==> src/rtl/qlbs_pkg.sv <==
// Shared types and constants of the queued LED blink sequencer.
`timescale 1ns / 1ps

package qlbs_pkg;

  localparam int QUEUE_DEPTH_DEF = 8;

  localparam int TIME_W     = 32;
  localparam int CFG_IDX_W  = 2;
  localparam int CFG_DATA_W = 32;
  localparam int IN_DATA_W  = 96;
  localparam int OUT_DATA_W = 16;

  // Register indexes of the configuration port.
  localparam logic [CFG_IDX_W-1:0] CFG_ENABLED     = 2'd0;
  localparam logic [CFG_IDX_W-1:0] CFG_ACTIVE_HIGH = 2'd1;
  localparam logic [CFG_IDX_W-1:0] CFG_MIN_OFF     = 2'd2;

  // An on time of all ones keeps the LED lit with no deadline.
  localparam logic [TIME_W-1:0] ON_LATCH = '1;

  typedef enum logic [1:0] {
    PHASE_IDLE = 2'd0,
    PHASE_ON   = 2'd1,
    PHASE_OFF  = 2'd2
  } phase_t;

  typedef enum logic {
    OP_PUSH = 1'b0,
    OP_TICK = 1'b1
  } op_kind_t;

  typedef enum logic {
    BS_WAIT = 1'b0,
    BS_READ = 1'b1
  } back_state_t;

  // One classified word from the front. A push carries {off, on} in the
  // payload, a tick carries the current time in the low half.
  typedef struct packed {
    op_kind_t    kind;
    logic [63:0] payload;
  } op_t;

  // Result word, listed from the highest bit down.
  typedef struct packed {
    logic [3:0] queued_count;
    logic [1:0] phase_now;
    logic       pin_level;
    logic       led_lit;
    logic       accepted;
  } result_t;

endpackage

==> src/rtl/qlbs_front.sv <==
// Front end: takes input words, classifies them and queues them for the back end.
`timescale 1ns / 1ps

module qlbs_front (
  input  logic                               clk,
  input  logic                               rst,
  input  logic                               s_axis_tvalid,
  output logic                               s_axis_tready,
  input  logic [qlbs_pkg::IN_DATA_W-1:0]     s_axis_tdata,
  input  logic                               s_axis_tuser,
  output logic                               op_valid,
  input  logic                               op_ready,
  output qlbs_pkg::op_t                      op
);

  qlbs_pkg::op_t slot [2];
  qlbs_pkg::op_t op_in;
  logic [1:0]    count;
  logic          wp;
  logic          rp;
  logic          push;
  logic          pop;

  assign s_axis_tready = (count != 2'd2);
  assign op_valid      = (count != 2'd0);
  assign op            = slot[rp];
  assign push          = s_axis_tvalid && s_axis_tready;
  assign pop           = op_valid && op_ready;

  always_comb begin
    if (s_axis_tuser) begin
      op_in.kind    = qlbs_pkg::OP_TICK;
      op_in.payload = {32'd0, s_axis_tdata[95:64]};
    end else begin
      op_in.kind    = qlbs_pkg::OP_PUSH;
      op_in.payload = s_axis_tdata[63:0];
    end
  end

  always_ff @(posedge clk) begin
    if (rst) begin
      count <= 2'd0;
      wp    <= 1'b0;
      rp    <= 1'b0;
    end else begin
      if (push) begin
        wp <= ~wp;
      end
      if (pop) begin
        rp <= ~rp;
      end
      count <= count + 2'(push) - 2'(pop);
    end
  end

  always_ff @(posedge clk) begin
    if (push) begin
      slot[wp] <= op_in;
    end
  end

endmodule

==> src/rtl/qlbs_cmd_fifo.sv <==
// Command queue memory with read and write pointers and a fill count.
`timescale 1ns / 1ps

module qlbs_cmd_fifo #(
  parameter int DEPTH = qlbs_pkg::QUEUE_DEPTH_DEF,
  localparam int PTR_W = (DEPTH > 1) ? $clog2(DEPTH) : 1,
  localparam int CNT_W = $clog2(DEPTH + 1)
) (
  input  logic             clk,
  input  logic             rst,
  input  logic             wr_en,
  input  logic [63:0]      wr_data,
  input  logic             rd_en,
  output logic [63:0]      rd_data,
  output logic [CNT_W-1:0] count,
  output logic             full
);

  logic [63:0]      mem [DEPTH];
  logic [PTR_W-1:0] wp;
  logic [PTR_W-1:0] rp;

  assign full = (count == CNT_W'(DEPTH));

  always_ff @(posedge clk) begin
    if (rst) begin
      wp    <= '0;
      rp    <= '0;
      count <= '0;
    end else begin
      if (wr_en) begin
        wp <= (wp == PTR_W'(DEPTH - 1)) ? '0 : wp + 1'b1;
      end
      if (rd_en) begin
        rp <= (rp == PTR_W'(DEPTH - 1)) ? '0 : rp + 1'b1;
      end
      count <= count + CNT_W'(wr_en) - CNT_W'(rd_en);
    end
  end

  // Read data stays put until the next read.
  always_ff @(posedge clk) begin
    if (wr_en) begin
      mem[wp] <= wr_data;
    end
    if (rd_en) begin
      rd_data <= mem[rp];
    end
  end

endmodule

==> src/rtl/qlbs_back.sv <==
// Back end: command queue, blink phase sequencer, configuration and result register.
`timescale 1ns / 1ps

module qlbs_back #(
  parameter int QUEUE_DEPTH = qlbs_pkg::QUEUE_DEPTH_DEF,
  localparam int CNT_W = $clog2(QUEUE_DEPTH + 1)
) (
  input  logic                                clk,
  input  logic                                rst,
  input  logic                                cfg_we,
  input  logic [qlbs_pkg::CFG_IDX_W-1:0]      cfg_index,
  input  logic [qlbs_pkg::CFG_DATA_W-1:0]     cfg_wdata,
  input  logic                                op_valid,
  output logic                                op_ready,
  input  qlbs_pkg::op_t                       op,
  output logic                                res_valid,
  input  logic                                res_ready,
  output qlbs_pkg::result_t                   res
);

  logic                               enabled;
  logic                               active_high;
  logic [qlbs_pkg::TIME_W-1:0]        min_off;

  qlbs_pkg::back_state_t              state;
  qlbs_pkg::back_state_t              state_next;
  qlbs_pkg::phase_t                   phase;
  qlbs_pkg::phase_t                   phase_next;
  logic                               led;
  logic                               led_next;
  logic [qlbs_pkg::TIME_W-1:0]        deadline;
  logic [qlbs_pkg::TIME_W-1:0]        deadline_next;
  logic [qlbs_pkg::TIME_W-1:0]        cur_off;
  logic [qlbs_pkg::TIME_W-1:0]        cur_off_next;

  logic                               fifo_wr;
  logic                               fifo_rd;
  logic [63:0]                        fifo_rd_data;
  logic [CNT_W-1:0]                   fifo_count;
  logic                               fifo_full;

  logic [qlbs_pkg::TIME_W-1:0]        now;
  logic [qlbs_pkg::TIME_W-1:0]        diff;
  logic                               expired;
  logic [qlbs_pkg::TIME_W-1:0]        off_sel;
  logic [qlbs_pkg::TIME_W-1:0]        cmd_on;
  logic [qlbs_pkg::TIME_W-1:0]        cmd_off;
  logic                               out_free;
  logic                               out_load;
  logic                               acc;
  logic [CNT_W-1:0]                   cnt_after;
  logic [31:0]                        cnt_ext;
  qlbs_pkg::result_t                  res_next;

  qlbs_cmd_fifo #(
    .DEPTH (QUEUE_DEPTH)
  ) u_cmd_fifo (
    .clk     (clk),
    .rst     (rst),
    .wr_en   (fifo_wr),
    .wr_data (op.payload),
    .rd_en   (fifo_rd),
    .rd_data (fifo_rd_data),
    .count   (fifo_count),
    .full    (fifo_full)
  );

  assign now      = op.payload[31:0];
  // Wrap-safe deadline: expired once (now - deadline) is not negative.
  assign diff     = now - deadline;
  assign expired  = ~diff[31];
  assign off_sel  = (cur_off != '0) ? cur_off : min_off;
  assign cmd_on   = fifo_rd_data[31:0];
  assign cmd_off  = fifo_rd_data[63:32];
  assign out_free = ~res_valid || res_ready;

  always_comb begin
    state_next    = state;
    phase_next    = phase;
    led_next      = led;
    deadline_next = deadline;
    cur_off_next  = cur_off;
    fifo_wr       = 1'b0;
    fifo_rd       = 1'b0;
    op_ready      = 1'b0;
    out_load      = 1'b0;
    acc           = 1'b0;
    unique case (state)
      qlbs_pkg::BS_WAIT: begin
        if (op_valid && out_free) begin
          if (op.kind == qlbs_pkg::OP_PUSH) begin
            fifo_wr  = ~fifo_full;
            acc      = ~fifo_full;
            op_ready = 1'b1;
            out_load = 1'b1;
          end else if (!enabled) begin
            op_ready = 1'b1;
            out_load = 1'b1;
          end else begin
            unique case (phase)
              qlbs_pkg::PHASE_ON: begin
                if (expired) begin
                  led_next      = 1'b0;
                  deadline_next = now + off_sel;
                  phase_next    = qlbs_pkg::PHASE_OFF;
                end
                op_ready = 1'b1;
                out_load = 1'b1;
              end
              qlbs_pkg::PHASE_OFF: begin
                if (expired) begin
                  phase_next = qlbs_pkg::PHASE_IDLE;
                end
                op_ready = 1'b1;
                out_load = 1'b1;
              end
              qlbs_pkg::PHASE_IDLE: begin
                // A pop waits in BS_READ for the registered memory read.
                if (fifo_count != '0) begin
                  fifo_rd    = 1'b1;
                  state_next = qlbs_pkg::BS_READ;
                end else begin
                  op_ready = 1'b1;
                  out_load = 1'b1;
                end
              end
              default: begin
                op_ready = 1'b1;
                out_load = 1'b1;
              end
            endcase
          end
        end
      end
      qlbs_pkg::BS_READ: begin
        if (out_free) begin
          cur_off_next = cmd_off;
          if (cmd_on == qlbs_pkg::ON_LATCH) begin
            led_next   = 1'b1;
            phase_next = qlbs_pkg::PHASE_IDLE;
          end else if (cmd_on == '0) begin
            led_next   = 1'b0;
            phase_next = qlbs_pkg::PHASE_IDLE;
          end else begin
            led_next      = 1'b1;
            deadline_next = now + cmd_on;
            phase_next    = qlbs_pkg::PHASE_ON;
          end
          op_ready   = 1'b1;
          out_load   = 1'b1;
          state_next = qlbs_pkg::BS_WAIT;
        end
      end
    endcase
  end

  assign cnt_after = fifo_count + CNT_W'(fifo_wr);
  assign cnt_ext   = 32'(cnt_after);

  always_comb begin
    res_next.accepted     = acc;
    res_next.led_lit      = led_next;
    res_next.pin_level    = active_high ? led_next : ~led_next;
    res_next.phase_now    = 2'(phase_next);
    res_next.queued_count = cnt_ext[3:0];
  end

  always_ff @(posedge clk) begin
    if (rst) begin
      state <= qlbs_pkg::BS_WAIT;
    end else begin
      state <= state_next;
    end
  end

  always_ff @(posedge clk) begin
    if (rst) begin
      enabled     <= 1'b0;
      active_high <= 1'b1;
      min_off     <= '0;
      phase       <= qlbs_pkg::PHASE_IDLE;
      led         <= 1'b0;
      deadline    <= '0;
      cur_off     <= '0;
      res_valid   <= 1'b0;
    end else begin
      phase    <= phase_next;
      deadline <= deadline_next;
      cur_off  <= cur_off_next;
      // Enabling the block is its init step and turns the LED off.
      if (cfg_we && cfg_index == qlbs_pkg::CFG_ENABLED && cfg_wdata[0]) begin
        led <= 1'b0;
      end else begin
        led <= led_next;
      end
      if (cfg_we) begin
        unique case (cfg_index)
          qlbs_pkg::CFG_ENABLED:     enabled     <= cfg_wdata[0];
          qlbs_pkg::CFG_ACTIVE_HIGH: active_high <= cfg_wdata[0];
          qlbs_pkg::CFG_MIN_OFF:     min_off     <= cfg_wdata;
          default: begin
          end
        endcase
      end
      if (out_load) begin
        res_valid <= 1'b1;
      end else if (res_ready) begin
        res_valid <= 1'b0;
      end
    end
  end

  always_ff @(posedge clk) begin
    if (out_load) begin
      res <= res_next;
    end
  end

  a_read_only_when_idle : assert property (@(posedge clk) disable iff (rst)
    state == qlbs_pkg::BS_READ |-> phase == qlbs_pkg::PHASE_IDLE && enabled)
    else $error("command read outside the idle phase");

  a_pop_lowers_count : assert property (@(posedge clk) disable iff (rst)
    fifo_rd |=> fifo_count + CNT_W'(1) == $past(fifo_count))
    else $error("command pop did not lower the fill count");

  a_result_matches_state : assert property (@(posedge clk) disable iff (rst)
    out_load |=> res.phase_now == 2'(phase) && res.led_lit == led)
    else $error("result word does not match the sequencer state");

  a_load_only_when_free : assert property (@(posedge clk) disable iff (rst)
    out_load |-> out_free && op_valid)
    else $error("result loaded over a word still waiting");

endmodule

==> src/rtl/queued_led_blink_sequencer.sv <==
// Top level of the queued LED blink sequencer: front end and back end.
`timescale 1ns / 1ps

// Channel   Direction  Word
// s_axis    in         tdata: on_time_ms, off_time_ms, now_ms; tuser: mode
// m_axis    out        tdata: accepted, led_lit, pin_level, phase_now, queued_count
// cfg       in         write enable, register index, write data
//
// A push, a disabled tick and a tick that only times a phase finish in BS_WAIT;
// a tick that pops a command also passes BS_READ for the registered read of the
// command memory. The front queue holds two words, so input is taken while the
// back end waits on a stalled result. Reset is synchronous; no clearing pass is
// needed, since commands are read only after being written.
module queued_led_blink_sequencer #(
  parameter int QUEUE_DEPTH = qlbs_pkg::QUEUE_DEPTH_DEF
) (
  input  logic                                clk,
  input  logic                                rst,
  input  logic                                s_axis_tvalid,
  output logic                                s_axis_tready,
  // [31:0] on_time_ms, [63:32] off_time_ms, [95:64] now_ms
  input  logic [qlbs_pkg::IN_DATA_W-1:0]      s_axis_tdata,
  // [0] mode
  input  logic                                s_axis_tuser,
  output logic                                m_axis_tvalid,
  input  logic                                m_axis_tready,
  // [0] accepted, [1] led_lit, [2] pin_level, [4:3] phase_now, [8:5] queued_count
  output logic [qlbs_pkg::OUT_DATA_W-1:0]     m_axis_tdata,
  input  logic                                cfg_we,
  input  logic [qlbs_pkg::CFG_IDX_W-1:0]      cfg_index,
  input  logic [qlbs_pkg::CFG_DATA_W-1:0]     cfg_wdata
);

  logic              op_valid;
  logic              op_ready;
  qlbs_pkg::op_t     op;
  qlbs_pkg::result_t res;

  qlbs_front u_front (
    .clk           (clk),
    .rst           (rst),
    .s_axis_tvalid (s_axis_tvalid),
    .s_axis_tready (s_axis_tready),
    .s_axis_tdata  (s_axis_tdata),
    .s_axis_tuser  (s_axis_tuser),
    .op_valid      (op_valid),
    .op_ready      (op_ready),
    .op            (op)
  );

  qlbs_back #(
    .QUEUE_DEPTH (QUEUE_DEPTH)
  ) u_back (
    .clk       (clk),
    .rst       (rst),
    .cfg_we    (cfg_we),
    .cfg_index (cfg_index),
    .cfg_wdata (cfg_wdata),
    .op_valid  (op_valid),
    .op_ready  (op_ready),
    .op        (op),
    .res_valid (m_axis_tvalid),
    .res_ready (m_axis_tready),
    .res       (res)
  );

  assign m_axis_tdata = {7'd0, res};

endmodule
==> config.mk <==
export PLATFORM = sky130hd
export DESIGN_NAME = queued_led_blink_sequencer
export DESIGN_NICKNAME = d
export VERILOG_FILES = /design/src/rtl/qlbs_pkg.sv /design/src/rtl/qlbs_front.sv /design/src/rtl/qlbs_cmd_fifo.sv /design/src/rtl/qlbs_back.sv /design/src/rtl/queued_led_blink_sequencer.sv
export SDC_FILE = /design/constraint.sdc
export NUM_CORES = 1
export LEC_CHECK = 0
export BUFFER_PORTS_ARGS = -buffer_cell sky130_fd_sc_hd__buf_2
export CAP_MARGIN = 15
export CORE_MARGIN = 2
export CORE_UTILIZATION = 30
export CTS_BUF_LIST = sky130_fd_sc_hd__clkbuf_16
export CTS_CLUSTER_SIZE = 40
export DETAILED_ROUTE_END_ITERATION = 6
export PLACE_DENSITY = 0.48
export SLEW_MARGIN = 20
export SYNTH_ARGS = -nofsm -noshare
export SYNTH_HDL_FRONTEND = slang
export SYNTH_HIERARCHICAL = 1
export SYNTH_SLANG_ARGS = --single-unit
==> constraint.sdc <==
create_clock -name clk -period 11.86 [get_ports clk]
set_input_delay 0.593 -clock clk [delete_from_list [all_inputs] [get_ports clk]]
set_output_delay 0.593 -clock clk [all_outputs]
set_load 0.02 [all_outputs]
==> run summary, run 1 <==
CP Max Fanout = 42
overall power = 7.57 mW
worst-margin pin slew = 1.09 ns
crit end category = flip-flop
layout cell share with drive strength beyond 1 = 0.251
final RePlAce weighted congestion = 0.931
WHS Endpoint = u_back/min_off[9]
Layout Cells excl Fill = 3934
clk sink count = 833
number of antenna violations at the first check in global routing = 0
clock latency on the worst-skew pair = 0.68 ns
Iteration-0 DRC Markers = 1453
chip width = 344 um
Yosys warning total = 6
Cells after Synth = 2171
Final WS setup = 6.99 ns
Power Density = 189 nW/um^2
Slowest Stage Delay on Critical Path = 0.68 ns
Async S/R FF share, synth = 0
Die ar. = 118000 um^2
first-pass GRT wire length = 131 mm
fin. max-slew vios = 0
Final ANT Viol Nets = 0
area grow syn2layout = 15.7%
Critical Path Start Type = flip-flop
slowest stage cell, crit path = buf_4
vias in the first global route = 19800
WL/cell = 22.7 um
Reg2Reg Depth = 11
Syn Area/Cell = 16.0 um^2
clock period minus final worst setup slack = 4.87 ns
Die Span Y = 344 um
H-tree depth = 3
Synth Register Bits = 833
crit share post-route = 0.411
core area = 115000 um^2
CTS resizes = 0
Synth Flop Type = edfxtp_1
worst endpoint data arrival time = 5.44 ns
Crit path buffers/inverters = 2
Synth top area share = 0.619
Cell Chain, Critical Path = buf_4, mux2_2, ha_1, nand4_1, or3_1, nor4_1, a2111o_1, and3_1, buf_4, nor4_1, a311o_1
setup TNS = 0 ns
first-pass detailed-route iteration total = 5
largest area contributor in the netlist = edfxtp_1
Placed Instances = 3763
postcts setup bufs = 0
NumNets Final = 2560
largest net degree at the start of global routing = 97
Site Rows = 124
WP data required = 12.43 ns
RSZ-0062 raised after global routing = no
Max Freq = 0.205 GHz
Starting Density = 0.303
grt ovf = 0
drt drc = 0
clk slew on worst S/H paths = 0.07 ns
worst setup path category = flip-flop to flip-flop
Seq/Total Area, Yosys = 0.687
R2R Path End = u_back/deadline[21]
root buffer cell = clkbuf_16
layout filler cell count = 10900
HPWL after DPL = 57.5 mm
Cell variety after synth = 75
outcome = finished clean
ranking of synthesized cells by area = edfxtp_1 (62%), mux4_2 (8.3%), dfxtp_1 (6.8%)
P_leak = 13.1 nW
final setup vio count = 0
Inserted Clock Buffers = 92
Slew HR = 0.271
n_diodes = 0
CTS tree = yes
r2r setup slk = 6.99 ns
number of flops mapped to enable cells by yosys = 715
Post-CTS Hold Buffers = 0
Max Cap Viol = 0
hold wc startpoint = cfg_wdata[9]
hold depth = 3
top cell family by delay on the critical path = simple AND/OR/NAND/NOR gates
Vias = 19300
Setup Skew = 0.0458 ns
worst min-delay path class = input port to flip-flop
buffer depth of the longest clock path = 3
Mapped Area = 34700 um^2
port buffer count = 146
Vias/cell = 4.90
peak supply drop = 0.103 mV
GRT Util Overall = 0.151
Final Hold Vio Count = 0
DP Worst Slack = 6.93 ns
I/O Pins = 154
Routed Wire Length = 89.2 mm
-- flip-flops by register name, indices dropped and copies added (netlist names), 2 cells and up, named ones only --
| signal | count |
|---|---|
| u_back/cur_off | 32 |
| u_back/deadline | 32 |
| u_back/min_off | 32 |
| u_back/phase | 2 |
| u_back/res | 9 |
| u_back/u_cmd_fifo/count | 4 |
| u_back/u_cmd_fifo/mem | 512 |
| u_back/u_cmd_fifo/rd_data | 64 |
| u_back/u_cmd_fifo/rp | 3 |
| u_back/u_cmd_fifo/wp | 3 |
| u_front/count | 2 |
| u_front/slot | 130 |
-- layout by cell type, fill, tap and decap left out, drive strengths merged, types with 8 or more instances in the layout --
master  instances
edfxtp        715
nand4          20
nor2b          45
clkbuf         96
o21ai          62
dfxtp         118
nor3           13
xnor2          15
inv            73
a21oi         166
nor2           56
nand2         241
nand3          17
clkinv         38
ha             76
a21o           21
mux4          128
bufinv          8
mux2          162
xor2           12
buf           186
nor4           24
a211oi         15
-- worst register-to-register path: stages (launching register included) --
cell,delay [ns]
dfxtp_4,0.61
buf_4,0.73
mux2_2,0.66
ha_1,0.35
nand4_1,0.12
or3_1,0.35
nor4_1,0.52
a2111o_1,0.26
and3_1,0.39
buf_4,0.40
nor4_1,0.10
a311o_1,0.30
-- per-stage QoR --
step | util | area, um^2 | hold WS, ns
after floorplan | - | 34700 | 0.427
after global placement | 0.324 | 37100 | 0.438
after detailed placement | 0.324 | 37100 | 0.445
after CTS | 0.350 | 40100 | 0.140
after global routing | 0.350 | 40100 | 0.165
final | 0.350 | 40100 | 0.191
-- cells by family after synthesis --
logic type	Yosys count	synth area share
flip-flops	833	0.687
AND/OR/NAND/NOR	463	0.0631
AO/OA/AOI/OAI	314	0.0529
multiplexers	296	0.138
buffers and inverters	159	0.0235
adder cells (fa/ha/maj)	78	0.0286
XOR/XNOR	27	0.00682
other	1	0.000108
-- Yosys cell counts, drive strengths merged (3+ instances only) --
cell     instances
edfxtp         715
nor3b            3
mux2i            6
o311ai           3
o21a             6
xnor2           15
xor2            12
or3              6
o211ai           7
nand2b           7
o21ai           62
nor2b           45
a31oi            6
or3b             3
dfxtp          118
nand3b           6
inv             48
nand4           20
o211a            3
mux4           128
a21o            21
buf             55
and3             7
a211oi          15
mux2           162
nor2            56
ha              76
or4              4
clkbuf          56
nand3           17
nor4            24
nand2          241
nor3            13
o2111ai          3
a21oi          166
-- routing by layer --
metal  GRT usage  up-vias  wire length [um]
met5           0        -                 0
met4      0.0326        0              1550
met3      0.0260      108              3980
met2       0.241      443             41900
met1       0.215    10000             41800
li1            -     8724                 -
-- final cells by class --
type	instances	area [um^2]	area share
clock buffers	96	2400	0.0599
clock inverters	74	641	0.0160
inverters	48	181	0.00452
multi-input cells	1185	10100	0.252
flip-flops and latches	833	23800	0.594
well taps	1512	1890	0.0471
repair buffers	186	1050	0.0261
-- worst max-delay path by stage --
stage | startpoint | to | cells after the start
finish | flip-flop | u_back/deadline[21] | 11
detailed placement | flip-flop | u_back/deadline[21] | 11
global route | flip-flop | u_back/deadline[21] | 11
global placement | u_back/cur_off[8] | u_back/deadline[28] | 16
CTS | flip-flop | u_back/deadline[21] | 11
floorplan | flip-flop | u_back/u_cmd_fifo/count[3] | 10
-- power by group --
part / switching, mW / leakage [nW] / internal [mW]
Clock: 1.18 / 1.56 / 1.65
Sequential: 0.0696 / 7.47 / 3.57
Combinational: 0.711 / 4.09 / 0.391
Total: 1.96 / 13.1 / 5.61
Note: power is estimated with default switching activity, not from simulation.
==> run 2, diff against run 1 <==
--- a/config.mk
+++ b/config.mk
@@ -5,6 +5,7 @@
 export SDC_FILE = /design/constraint.sdc
 export NUM_CORES = 1
 export LEC_CHECK = 0
+export ABC_AREA = 1
 export BUFFER_PORTS_ARGS = -buffer_cell sky130_fd_sc_hd__buf_2
 export CAP_MARGIN = 15
 export CORE_MARGIN = 2
@@ -12,7 +13,7 @@
 export CTS_BUF_LIST = sky130_fd_sc_hd__clkbuf_16
 export CTS_CLUSTER_SIZE = 40
 export DETAILED_ROUTE_END_ITERATION = 6
-export PLACE_DENSITY = 0.48
+export PLACE_DENSITY = 0.49
 export SLEW_MARGIN = 20
 export SYNTH_ARGS = -nofsm -noshare
 export SYNTH_HDL_FRONTEND = slang
==> constraint.sdc (replaced) <==
create_clock -name clk -period 4.3 [get_ports clk]
set_input_delay 0.215 -clock clk [delete_from_list [all_inputs] [get_ports clk]]
set_output_delay 0.215 -clock clk [all_outputs]
set_load 0.02 [all_outputs]
==> run 2 against run 1 <==
Effect of this change:
- cell count is 53% higher
- sequential power rose to 2.8 times the previous value
- global-route usage grew 0.80 points
- sequential cell count stayed put
- final area rose by 14%
- power increased to 2.9 times the previous value
- synthesized cell count up 81%
- critical path type unchanged
==> run summary, run 2 <==
grt ovf = 0
largest net degree at the start of global routing = 143
H-tree depth = 3
Syn Area/Cell = 9.89 um^2
final setup vio count = 0
worst-margin pin slew = 0.988 ns
Die Span Y = 364 um
HPWL after DPL = 66.0 mm
clk sink count = 833
buffer depth of the longest clock path = 3
WL/cell = 17.6 um
Critical Path Start Type = flip-flop
Worst setup endpoint = u_back/deadline[28]
R2R Path End = u_back/deadline[28]
GRT Util Overall = 0.159
Max Freq = 0.269 GHz
RSZ-0062 raised after global routing = no
Final ANT Viol Nets = 0
WP data required = 4.87 ns
FF-to-FF Start = u_back/cur_off[3]
crit share post-route = 0.865
Synth Flop Type = edfxtp_1
Site Rows = 131
hold depth = 5
peak supply drop = 0.277 mV
worst endpoint data arrival time = 4.29 ns
clock latency on the worst-skew pair = 0.68 ns
Final Hold Vio Count = 0
most frequent cells in the layout = nand2_1 (1080), inv_1 (728), edfxtp_1 (715)
r2r setup slk = 0.58 ns
Regs by FF count = u_back/u_cmd_fifo/mem (512), u_front/slot (130), u_back/u_cmd_fifo/rd_data (64)
clock period minus final worst setup slack = 3.72 ns
Max Cap Viol = 0
Vias/cell = 4.43
chip width = 364 um
Synth Register Bits = 833
CTS tree = yes
Final WS setup = 0.578 ns
drt drc = 0
outcome = finished clean
P_leak = 19.5 nW
DP Worst Slack = 0.623 ns
Power Density = 486 nW/um^2
Reg2Reg Depth = 22
Routed Wire Length = 106 mm
Setup Skew = 0.0407 ns
overall power = 22.2 mW
area grow syn2layout = 18.0%
Largest register FFs = 512
first-pass GRT wire length = 157 mm
worst hold slack = 0.106 ns
crit end category = flip-flop
Die ar. = 132000 um^2
fin. max-slew vios = 0
I/O Pins = 154
core area = 128000 um^2
layout filler cell count = 12800
clk slew on worst S/H paths = 0.06 ns
CP Max Fanout = 13
Async S/R FF share, synth = 0
Inserted Clock Buffers = 91
NumNets Final = 4412
port buffer count = 146
Core Util, Final = 0.358
cell with the most instances after synthesis = nand2_1
CP Launch Point = u_back/cur_off[3]
root buffer cell = clkbuf_16
Cells after Synth = 3923
most common cell after layout, fill and taps aside = nand2_1
Mapped Area = 38800 um^2
worst setup path category = flip-flop to flip-flop
final RePlAce weighted congestion = 0.914
worst min-delay path class = input port to flip-flop
Cell variety after synth = 47
layout cell share with drive strength beyond 1 = 0.117
Reg with most FFs = u_back/u_cmd_fifo/mem
Starting Density = 0.303
Seq/Total Area, Yosys = 0.614
largest area contributor in the netlist = edfxtp_1
Vias = 26600
number of antenna violations at the first check in global routing = 5
Yosys warning total = 6
number of flops mapped to enable cells by yosys = 715
ranking of synthesized cells by area = edfxtp_1 (55%), nand2_1 (10%), inv_1 (6.9%)
Synth top area share = 0.553
first-pass detailed-route iteration total = 5
Slew HR = 0.341
vias in the first global route = 25400
Iteration-0 DRC Markers = 1980
CTS resizes = 0
commonest cells in the netlist = nand2_1 (1080), edfxtp_1 (715), inv_1 (708)
run 2: cell type report:
| type | instances | area (um^2) | area share |
|---|---|---|---|
| sequential | 833 | 23800 | 0.521 |
| inverter | 712 | 2680 | 0.0586 |
| clock inverter | 77 | 633 | 0.0138 |
| clock buffer | 93 | 2330 | 0.0508 |
| tap | 1729 | 2160 | 0.0473 |
| timing repair buffer | 340 | 2780 | 0.0607 |
| antenna | 1 | 2.50 | 0.0000547 |
| multi-input combinational | 2220 | 11300 | 0.248 |
run 2: cells by family after synthesis:
kind of cell / after synthesis / share of synthesized area
flops: 833 / 0.614
simple gates: 1738 / 0.188
fa+ha+maj: 78 / 0.0255
xor+xnor: 21 / 0.00474
compound gates: 279 / 0.0378
mux: 97 / 0.0330
other cells: 1 / 0.0000967
buf+inv: 876 / 0.0961
run 2: stage by stage:
step                      area [um^2]  TNS (ns)  instances
after global placement          41400         0       5698
final                           45800         0       6005
after detailed placement        41400         0       5698
after floorplan                 38800   -144.13       3929
after CTS                       45800         0       6004
after global routing            45800         0       6004
run 2: where the power goes:
part / total (mW) / internal, mW / switching [mW]
Combinational: 4.27 / 1.44 / 2.83
Sequential: 10.2 / 10.0 / 0.226
Clock: 7.73 / 4.43 / 3.29
Total: 22.2 / 15.9 / 6.35
run 2: how the worst min path moves through the flow:
stage | start | end | slack [ns]
floorplan | rst | u_back/u_cmd_fifo/count[1] | 0.28
global placement | u_back/cur_off[10] | u_back/cur_off[10] | 0.46
detailed placement | u_back/cur_off[19] | u_back/cur_off[19] | 0.47
CTS | cfg_index[1] | u_back/led | 0.08
global route | cfg_index[1] | u_back/led | 0.16
finish | cfg_index[1] | u_back/led | 0.11
run 2: per-layer routing:
metal	wire length (um)	vias up	track usage
met5	0	-	0
met2	47800	568	0.256
li1	-	13200	-
met3	5450	124	0.0282
met1	50700	12700	0.222
met4	1940	0	0.0358
run 2: what timing repair did:
action / CTS / global route
hold buffers: 136 / 0
endpoints found under the hold margin: 173 / 0
setup buffers: 0 / 0
run 2: worst max-delay path, cell delays in order (launching register included):
cell and delay (ns):
dfxtp_1 0.29, inv_1 0.15, nand4_1 0.12, nor2_1 0.14, nand2_1 0.10, nor2_2 0.57
a21oi_1 0.15, a21oi_1 0.17, ha_1 0.18, inv_1 0.05, fa_1 0.40, o21ai_1 0.33
nand2_1 0.09, nand2b_1 0.14, nand2_1 0.06, nand2_1 0.17, nand2_1 0.11, nand2_1 0.07
nand2_1 0.04, nand2_1 0.07, nand3_2 0.07, nand2_1 0.09, nor2_1 0.06
